File: config.mk
export PLATFORM = sky130hd
export DESIGN_NAME = websocket_frame_deframer_unit
export DESIGN_NICKNAME = d
export VERILOG_FILES = /design/src/rtl/core/wsd_pkg.sv /design/src/rtl/core/wsd_parser.sv /design/src/rtl/core/websocket_frame_deframer_unit.sv
export SDC_FILE = /design/constraint.sdc
export NUM_CORES = 1
export LEC_CHECK = 0
export BUFFER_PORTS_ARGS = -buffer_cell sky130_fd_sc_hd__buf_2
export CORE_ASPECT_RATIO = 0.7
export CORE_UTILIZATION = 56
export DETAILED_ROUTE_END_ITERATION = 8
export PLACE_DENSITY_LB_ADDON = 0.3
export SLEW_MARGIN = 10
export SYNTH_ARGS = -nofsm -noshare
export SYNTH_HDL_FRONTEND = slang
export SYNTH_HIERARCHICAL = 1
export SYNTH_SLANG_ARGS = --single-unit
File: constraint.sdc
create_clock -name clk -period 5.9 [get_ports clk]
set_input_delay 1.18 -clock clk [delete_from_list [all_inputs] [get_ports clk]]
set_output_delay 1.18 -clock clk [all_outputs]
set_load 0.01 [all_outputs]
File: src/rtl/core/wsd_pkg.sv
// Shared types and constants of the WebSocket frame deframer.
`default_nettype none

package wsd_pkg;

  // Result kinds carried on the output tuser.
  localparam logic [1:0] KIND_PAYLOAD = 2'd0;
  localparam logic [1:0] KIND_EMPTY   = 2'd1;
  localparam logic [1:0] KIND_ERROR   = 2'd2;

  // Output tdata: payload byte, FIN, opcode, padded to whole bytes.
  localparam int unsigned OUT_TDATA_W = 16;

  typedef struct packed {
    logic       valid;
    logic [1:0] kind;
    logic [7:0] payload_byte;
    logic       final_fragment;
    logic [3:0] frame_opcode;
    logic       last_of_frame;
  } wsd_result_t;

endpackage

`default_nettype wire

File: src/rtl/core/wsd_parser.sv
// Frame header parser, length counter and payload unmasking for the deframer.
`default_nettype none

module wsd_parser (
  input  wire logic              clk,
  input  wire logic              rst,
  input  wire logic              step,
  input  wire logic [7:0]        data_byte,
  output wsd_pkg::wsd_result_t   res
);

  localparam logic [2:0] PH_HDR0    = 3'd0;
  localparam logic [2:0] PH_HDR1    = 3'd1;
  localparam logic [2:0] PH_EXTLEN  = 3'd2;
  localparam logic [2:0] PH_KEY     = 3'd3;
  localparam logic [2:0] PH_PAYLOAD = 3'd4;
  localparam logic [2:0] PH_HALT    = 3'd5;

  logic [2:0]  phase, phase_next;
  logic [3:0]  length_bytes_left, length_bytes_left_next;
  logic [63:0] bytes_remaining, bytes_remaining_next;
  logic [31:0] mask_key, mask_key_next;
  logic [1:0]  key_index, key_index_next;
  logic        fin_flag, fin_flag_next;
  logic [3:0]  opcode_held, opcode_held_next;

  logic [7:0]  key_byte;

  // Key byte 0 sits in the top byte of the key register.
  assign key_byte = mask_key[{~key_index, 3'b000} +: 8];

  always_comb begin
    phase_next             = phase;
    length_bytes_left_next = length_bytes_left;
    bytes_remaining_next   = bytes_remaining;
    mask_key_next          = mask_key;
    key_index_next         = key_index;
    fin_flag_next          = fin_flag;
    opcode_held_next       = opcode_held;

    res                = '0;
    res.final_fragment = fin_flag;
    res.frame_opcode   = opcode_held;

    unique case (phase)
      PH_HDR0: begin
        fin_flag_next    = data_byte[7];
        opcode_held_next = data_byte[3:0];
        phase_next       = PH_HDR1;
      end
      PH_HDR1: begin
        if (!data_byte[7]) begin
          phase_next = PH_HALT;
          res.valid  = 1'b1;
          res.kind   = wsd_pkg::KIND_ERROR;
        end else begin
          key_index_next = 2'd0;
          mask_key_next  = '0;
          if (data_byte[6:0] == 7'd126) begin
            bytes_remaining_next   = '0;
            length_bytes_left_next = 4'd2;
            phase_next             = PH_EXTLEN;
          end else if (data_byte[6:0] == 7'd127) begin
            bytes_remaining_next   = '0;
            length_bytes_left_next = 4'd8;
            phase_next             = PH_EXTLEN;
          end else begin
            bytes_remaining_next   = {57'd0, data_byte[6:0]};
            length_bytes_left_next = 4'd0;
            phase_next             = PH_KEY;
          end
        end
      end
      PH_EXTLEN: begin
        bytes_remaining_next   = {bytes_remaining[55:0], data_byte};
        length_bytes_left_next = length_bytes_left - 4'd1;
        if (length_bytes_left == 4'd1) begin
          key_index_next = 2'd0;
          phase_next     = PH_KEY;
        end
      end
      PH_KEY: begin
        mask_key_next  = {mask_key[23:0], data_byte};
        key_index_next = key_index + 2'd1;
        if (key_index == 2'd3) begin
          if (bytes_remaining == 64'd0) begin
            phase_next        = PH_HDR0;
            res.valid         = 1'b1;
            res.kind          = wsd_pkg::KIND_EMPTY;
            res.last_of_frame = 1'b1;
          end else begin
            phase_next = PH_PAYLOAD;
          end
        end
      end
      PH_PAYLOAD: begin
        key_index_next       = key_index + 2'd1;
        bytes_remaining_next = bytes_remaining - 64'd1;
        res.valid            = 1'b1;
        res.kind             = wsd_pkg::KIND_PAYLOAD;
        res.payload_byte     = data_byte ^ key_byte;
        // Compare before the decrement so the two run side by side.
        res.last_of_frame    = (bytes_remaining == 64'd1);
        if (bytes_remaining == 64'd1) begin
          phase_next = PH_HDR0;
        end
      end
      PH_HALT: begin
        phase_next = PH_HALT;
      end
      default: begin
        phase_next = PH_HALT;
      end
    endcase

    if (!step) begin
      res.valid = 1'b0;
    end
  end

  always_ff @(posedge clk) begin
    if (rst) begin
      phase             <= PH_HDR0;
      length_bytes_left <= '0;
      bytes_remaining   <= '0;
      mask_key          <= '0;
      key_index         <= '0;
      fin_flag          <= 1'b0;
      opcode_held       <= '0;
    end else if (step) begin
      phase             <= phase_next;
      length_bytes_left <= length_bytes_left_next;
      bytes_remaining   <= bytes_remaining_next;
      mask_key          <= mask_key_next;
      key_index         <= key_index_next;
      fin_flag          <= fin_flag_next;
      opcode_held       <= opcode_held_next;
    end
  end

  // Once halted the parser never leaves the halt phase and stays silent.
  a_halt_silent: assert property (@(posedge clk) disable iff (rst)
    phase == PH_HALT |-> !res.valid)
    else $error("result produced after protocol error");

  a_halt_sticky: assert property (@(posedge clk) disable iff (rst)
    phase == PH_HALT |=> phase == PH_HALT)
    else $error("left halt phase without reset");

  a_error_halts: assert property (@(posedge clk) disable iff (rst)
    res.valid && res.kind == wsd_pkg::KIND_ERROR |=> phase == PH_HALT)
    else $error("error result not followed by halt");

  a_empty_frame: assert property (@(posedge clk) disable iff (rst)
    res.valid && res.kind == wsd_pkg::KIND_EMPTY |->
      res.last_of_frame && bytes_remaining == 64'd0)
    else $error("empty-frame result with nonzero length");

endmodule

`default_nettype wire

File: src/rtl/core/websocket_frame_deframer_unit.sv
// Top level of the WebSocket client-to-server frame deframer.
//
// The deframer takes a client-to-server WebSocket byte stream, one byte per
// input item, parses each frame header (FIN, opcode, mask bit, 7-bit length
// with optional 16-bit or 64-bit big-endian extension, 4-byte masking key)
// and emits every payload byte unmasked, flagging the final byte of each
// frame on tlast. A frame with zero payload length gives a single empty-frame
// item with tlast set. A frame without the mask bit gives one protocol error
// item, after which every further byte is consumed and dropped until reset.
// Header bytes produce no output item, except the error and empty-frame
// items. The block accepts one byte every cycle, sustained, whatever the
// frame layout, as long as the output is taken; a byte is caught in an input
// register and passes through the parser logic into the result register,
// from which its result is offered. The rate is set by the parser step,
// whose longest path is the 64-bit length down-counter and its compare.
// While a result waits on a stalled output, the input register still takes
// one more byte; input ready then stays low until that result is taken.
// Input ready follows output ready in the same cycle when both registers are
// full.
`default_nettype none

module websocket_frame_deframer_unit (
  input  wire logic                             clk,
  input  wire logic                             rst,
  // Input stream.
  input  wire logic                             s_tvalid,
  output      logic                             s_tready,
  input  wire logic [7:0]                       s_tdata,   // [7:0] data_byte
  // Result stream.
  output      logic                             m_tvalid,
  input  wire logic                             m_tready,
  output      logic [wsd_pkg::OUT_TDATA_W-1:0]  m_tdata,   // [7:0] payload_byte,
                                                           // [8] final_fragment,
                                                           // [12:9] frame_opcode
  output      logic [1:0]                       m_tuser,   // [1:0] kind
  output      logic                             m_tlast    // last_of_frame
);

  logic                 in_valid;
  logic [7:0]           in_byte;
  logic                 advance;
  wsd_pkg::wsd_result_t res;

  logic [7:0]           out_payload;
  logic                 out_fin;
  logic [3:0]           out_opcode;
  logic [1:0]           out_kind;
  logic                 out_last;

  // The held byte moves through the parser whenever the result register is
  // free or is being emptied in this same cycle.
  assign advance  = in_valid && (!m_tvalid || m_tready);
  assign s_tready = !in_valid || advance;

  always_ff @(posedge clk) begin
    if (rst) begin
      in_valid <= 1'b0;
    end else if (s_tready) begin
      in_valid <= s_tvalid;
    end
  end

  always_ff @(posedge clk) begin
    if (s_tvalid && s_tready) begin
      in_byte <= s_tdata;
    end
  end

  wsd_parser u_parser (
    .clk       (clk),
    .rst       (rst),
    .step      (advance),
    .data_byte (in_byte),
    .res       (res)
  );

  // Result register. Header bytes load it only with error or empty-frame items.
  always_ff @(posedge clk) begin
    if (rst) begin
      m_tvalid <= 1'b0;
    end else if (advance) begin
      m_tvalid <= res.valid;
    end else if (m_tready) begin
      m_tvalid <= 1'b0;
    end
  end

  always_ff @(posedge clk) begin
    if (advance && res.valid) begin
      out_payload <= res.payload_byte;
      out_fin     <= res.final_fragment;
      out_opcode  <= res.frame_opcode;
      out_kind    <= res.kind;
      out_last    <= res.last_of_frame;
    end
  end

  assign m_tdata = {3'd0, out_opcode, out_fin, out_payload};
  assign m_tuser = out_kind;
  assign m_tlast = out_last;

endmodule

`default_nettype wire
==> flow_metrics.env <==
export IMPL_synth_edff_count=24
export IMPL_final_period_utilization_pct=64.1
export IMPL_drt_initial_drc_count=1023
export IMPL_grt_usage_pct=32.0
export IMPL_antenna_found_initial=0
export IMPL_io_buffer_count=29
export IMPL_leakagePower_nw=2.98
export IMPL_worst_path_max_delay_cell="and2_1"
export IMPL_yosysSeqAreaShare_pct=41.7
export IMPL_ioPinCount=33
export IMPL_synth_distinct_cells=70
export IMPL_ys_async_sr_fraction_pct=0
export IMPL_max_freq_mhz=265
export IMPL_switching_share_pct=26.3
export IMPL_start_util_pct=57.4
export IMPL_switching_power_w=0.000571
export IMPL_r2r_end="out_payload[3]$_DFFE_PP_"
export IMPL_utilization_pct=63.5
export IMPL_path_class="in2reg"
export IMPL_synth_most_common_cell="dfxtp_1"
export IMPL_ys_top_cells_by_area="dfxtp_1, edfxtp_1, nor2_1"
export IMPL_p_seq_share_pct=44.8
export IMPL_wl_per_cell_um=20.4
export IMPL_critPathLaunchType="input pin"
export IMPL_dpl_cell_area_um2=7300
export IMPL_power_density_nw_per_um2=276
export IMPL_hold_class="reg2reg"
export IMPL_ir_drop_mv=0.245
export IMPL_clock_latency_ns=0.41
export IMPL_setup_viol=0
export IMPL_n_antenna_cell=0
export IMPL_tightestPinTransition_ns=1.12
export IMPL_p_int_w=0.00160
export IMPL_cp_max_fo=27
export IMPL_dp_hpwl_um=13700
export IMPL_cp_num_buf_inv=3
export IMPL_coreArea_um2=12400
export IMPL_fin_setup_tns_ns=0
export IMPL_gp_congestion=0.930
export IMPL_grt_setup_unrepaired="false"
export IMPL_cts_tree="done"
export IMPL_synth_warnings=6
export IMPL_clockBufferDepth=2
export IMPL_cts_root_buf="clkbuf_16"
export IMPL_critPathMaxStageDelay_ns=0.54
export IMPL_crit_family="simple AND/OR/NAND/NOR gates"
export IMPL_cts_resized=0
export IMPL_arrival_ns=4.12
export IMPL_synth_top_flop_cell="dfxtp_1"
export IMPL_postCtsHoldBufs=0
export IMPL_nets=849
export IMPL_max_cap_viol_count=0
export IMPL_drt_wl_total_um=20500
export IMPL_synthesis_area_um2=7110
export IMPL_reg2reg_slack_ns=2.27
export IMPL_ys_ff_latch=136
export IMPL_endpoint_kind="register"
export IMPL_row_count=34
export IMPL_clk_pin_slew_ns=0.06
export IMPL_relSlewSlack_pct=25.4
export IMPL_yosysTopAreaCellShare_pct=31.5
export IMPL_grt_max_degree=68
export IMPL_design_area_um2=7870
export IMPL_die_y_um=96.3
export IMPL_timing_rr_start="u_parser/bytes_remaining[32]$_SDFFE_PP0P_"
export IMPL_first_pass_iters=7
export IMPL_r2r_cells=9
export IMPL_hold_end="out_opcode[3]$_DFFE_PP_"
export IMPL_yosys_area_top_type="dfxtp_1"
export IMPL_avgSynthCellArea_um2=8.48
export IMPL_cts_buffers=17
export IMPL_drc=0
export IMPL_vias=6931
export IMPL_cp_depth=10
export IMPL_crit_chain="buf_2 > nand2b_1 > and2_1 > buf_4 > o311a_1 > buf_4 > nand2b_1 > nor2_1 > a22oi_1 > a21oi_1"
export IMPL_synth_cells=839
export IMPL_viasPerCell=6.88
export IMPL_clkPwrFrac_pct=47.3
export IMPL_grt_pass1_vias=5991
export IMPL_grt_pass1_wl_um=32300
export IMPL_hold_violations=0
export IMPL_period_minus_slack_ns=3.78
export IMPL_drive_gt1_share_pct=10.8
export IMPL_holdPathStages=0
export IMPL_gr_total_overflow=0
export IMPL_antenna_left=0
export IMPL_outcome="finished clean"
export IMPL_post_cts_buffers=0
export IMPL_min_from="u_parser/opcode_held[3]$_SDFFE_PP0P_"
export IMPL_whs_ns=0.439
export IMPL_dieArea_um2=13200
export IMPL_slew_viol_final=0
export IMPL_clock_sinks=136
export IMPL_htree_levels=4
export IMPL_required_ns=6.24
export IMPL_syn2layout_area_growth_pct=10.6
export IMPL_fin_worst_skew_ns=0.00977
export IMPL_die_x_um=137
export IMPL_ys_top_cells_by_count="dfxtp_1, nor2_1, a21oi_1, nand2_1, clkbuf_1"
export IMPL_p_comb_share_pct=7.9
## layer usage
metal / part of all wire (%) / vias up / track usage (%)
met1: 45 / 3259 / 48.9
li1: - / 3148 / -
met2: 41 / 494 / 44.6
met3: 12 / 30 / 7.16
met5: 0 / - / 0
met4: 1.2 / 0 / 7.96
## area by class of cell
cell class,count,area [µm²]
clock inverters,14,140
clock buffers,18,429
fillers,1034,4510
repair buffers,39,223
well taps,162,203
inverters,14,52.6
multi-input cells,624,3850
flip-flops and latches,136,2960
## stage by stage
step | total power [W] | std cells | setup slack (ns)
2_1_floorplan | 0.00111 | 841 | 2.09
3_3_place_gp | 0.00115 | 975 | 1.99
3_5_place_dp | 0.00116 | 975 | 1.87
4_1_cts | 0.00217 | 1007 | 2.27
5_1_grt | 0.00224 | 1007 | 1.93
6_report | 0.00217 | 1007 | 2.12
## sequential cells by signal, summed over array words and instances, names as in the netlist
signal                      flops
u_parser/phase                  3
m_tuser                         2
m_tlast                         1
u_parser/mask_key              32
u_parser/bytes_remaining       64
out_opcode                      4
u_parser/fin_flag               1
in_valid                        1
out_fin                         1
u_parser/opcode_held            4
u_parser/key_index              2
m_tvalid                        1
out_payload                     8
in_byte                         8
u_parser/length_bytes_left      4
## kinds of logic after synthesis
family	synth area share (%)
other	0.0527
muxes	4.50
adders and majority gates	0.880
xor gates and xnor gates	1.48
DFF	41.7
and+or+nand+nor	23.7
buffers and inverters	4.54
AOI/OAI and AO/OA	23.2
## power groups by stage
stage                     registers (W)  logic [W]  clock network [W]
after floorplan                0.000982   0.000124                  0
after global placement         0.000991   0.000162                  0
after detailed placement       0.000991   0.000164                  0
after CTS                      0.000971   0.000165            0.00104
after global routing           0.000973   0.000184            0.00108
final                          0.000971   0.000172            0.00103
## placed cells by master, fill, tap and decap left out, types with 4 or more instances in the layout
cell type / Yosys / routed
or3_1: 15 / 15
nor2b_1: 10 / 10
and2_1: 5 / 5
o211ai_1: 6 / 6
a22oi_1: 52 / 52
o311ai_0: 6 / 6
nand2_1: 60 / 60
nand2b_1: 5 / 5
dfxtp_1: 112 / 112
nand4_1: 9 / 9
inv_6: 0 / 5
buf_4: 5 / 11
edfxtp_1: 24 / 24
a21oi_1: 66 / 66
buf_2: 0 / 28
mux2i_1: 14 / 14
and3_1: 17 / 17
a211oi_1: 6 / 6
xnor2_1: 9 / 9
ha_1: 5 / 5
clkinvlp_4: 0 / 5
a32oi_1: 8 / 8
nor3_1: 34 / 33
o32ai_1: 6 / 6
or4_1: 15 / 15
nor2_1: 106 / 106
nand3_1: 19 / 19
nor4_1: 18 / 18
inv_1: 14 / 14
clkbuf_16: 0 / 17
o31ai_1: 4 / 4
o21ai_0: 45 / 45
o22ai_1: 17 / 17
mux4_2: 8 / 8
## how the worst max path moves through the flow
| stage | start | to | slack [ns] |
|---|---|---|---|
| after floorplan | u_parser/bytes_remaining[20]$_SDFFE_PP0P_ | m_tlast$_DFFE_PP_ | 2.09 |
| after global placement | m_tready | u_parser/bytes_remaining[62]$_SDFFE_PP0P_ | 1.99 |
| after detailed placement | m_tready | u_parser/bytes_remaining[48]$_SDFFE_PP0P_ | 1.87 |
| after CTS | m_tready | u_parser/bytes_remaining[48]$_SDFFE_PP0P_ | 2.27 |
| after global routing | m_tready | u_parser/bytes_remaining[48]$_SDFFE_PP0P_ | 1.93 |
| final | m_tready | u_parser/bytes_remaining[48]$_SDFFE_PP0P_ | 2.12 |
## worst register-to-register path: stages, from the launching register on
cell and delay [ns]:
dfxtp_1 0.39, or4_1 0.60, nor4b_1 0.54, or4b_1 0.49, or3_4 0.42, nor3_2 0.24
o31a_1 0.18, nand2_1 0.07, nor2b_1 0.12, buf_4 0.26
No activity file was read; power rests on OpenSTA's default activity.
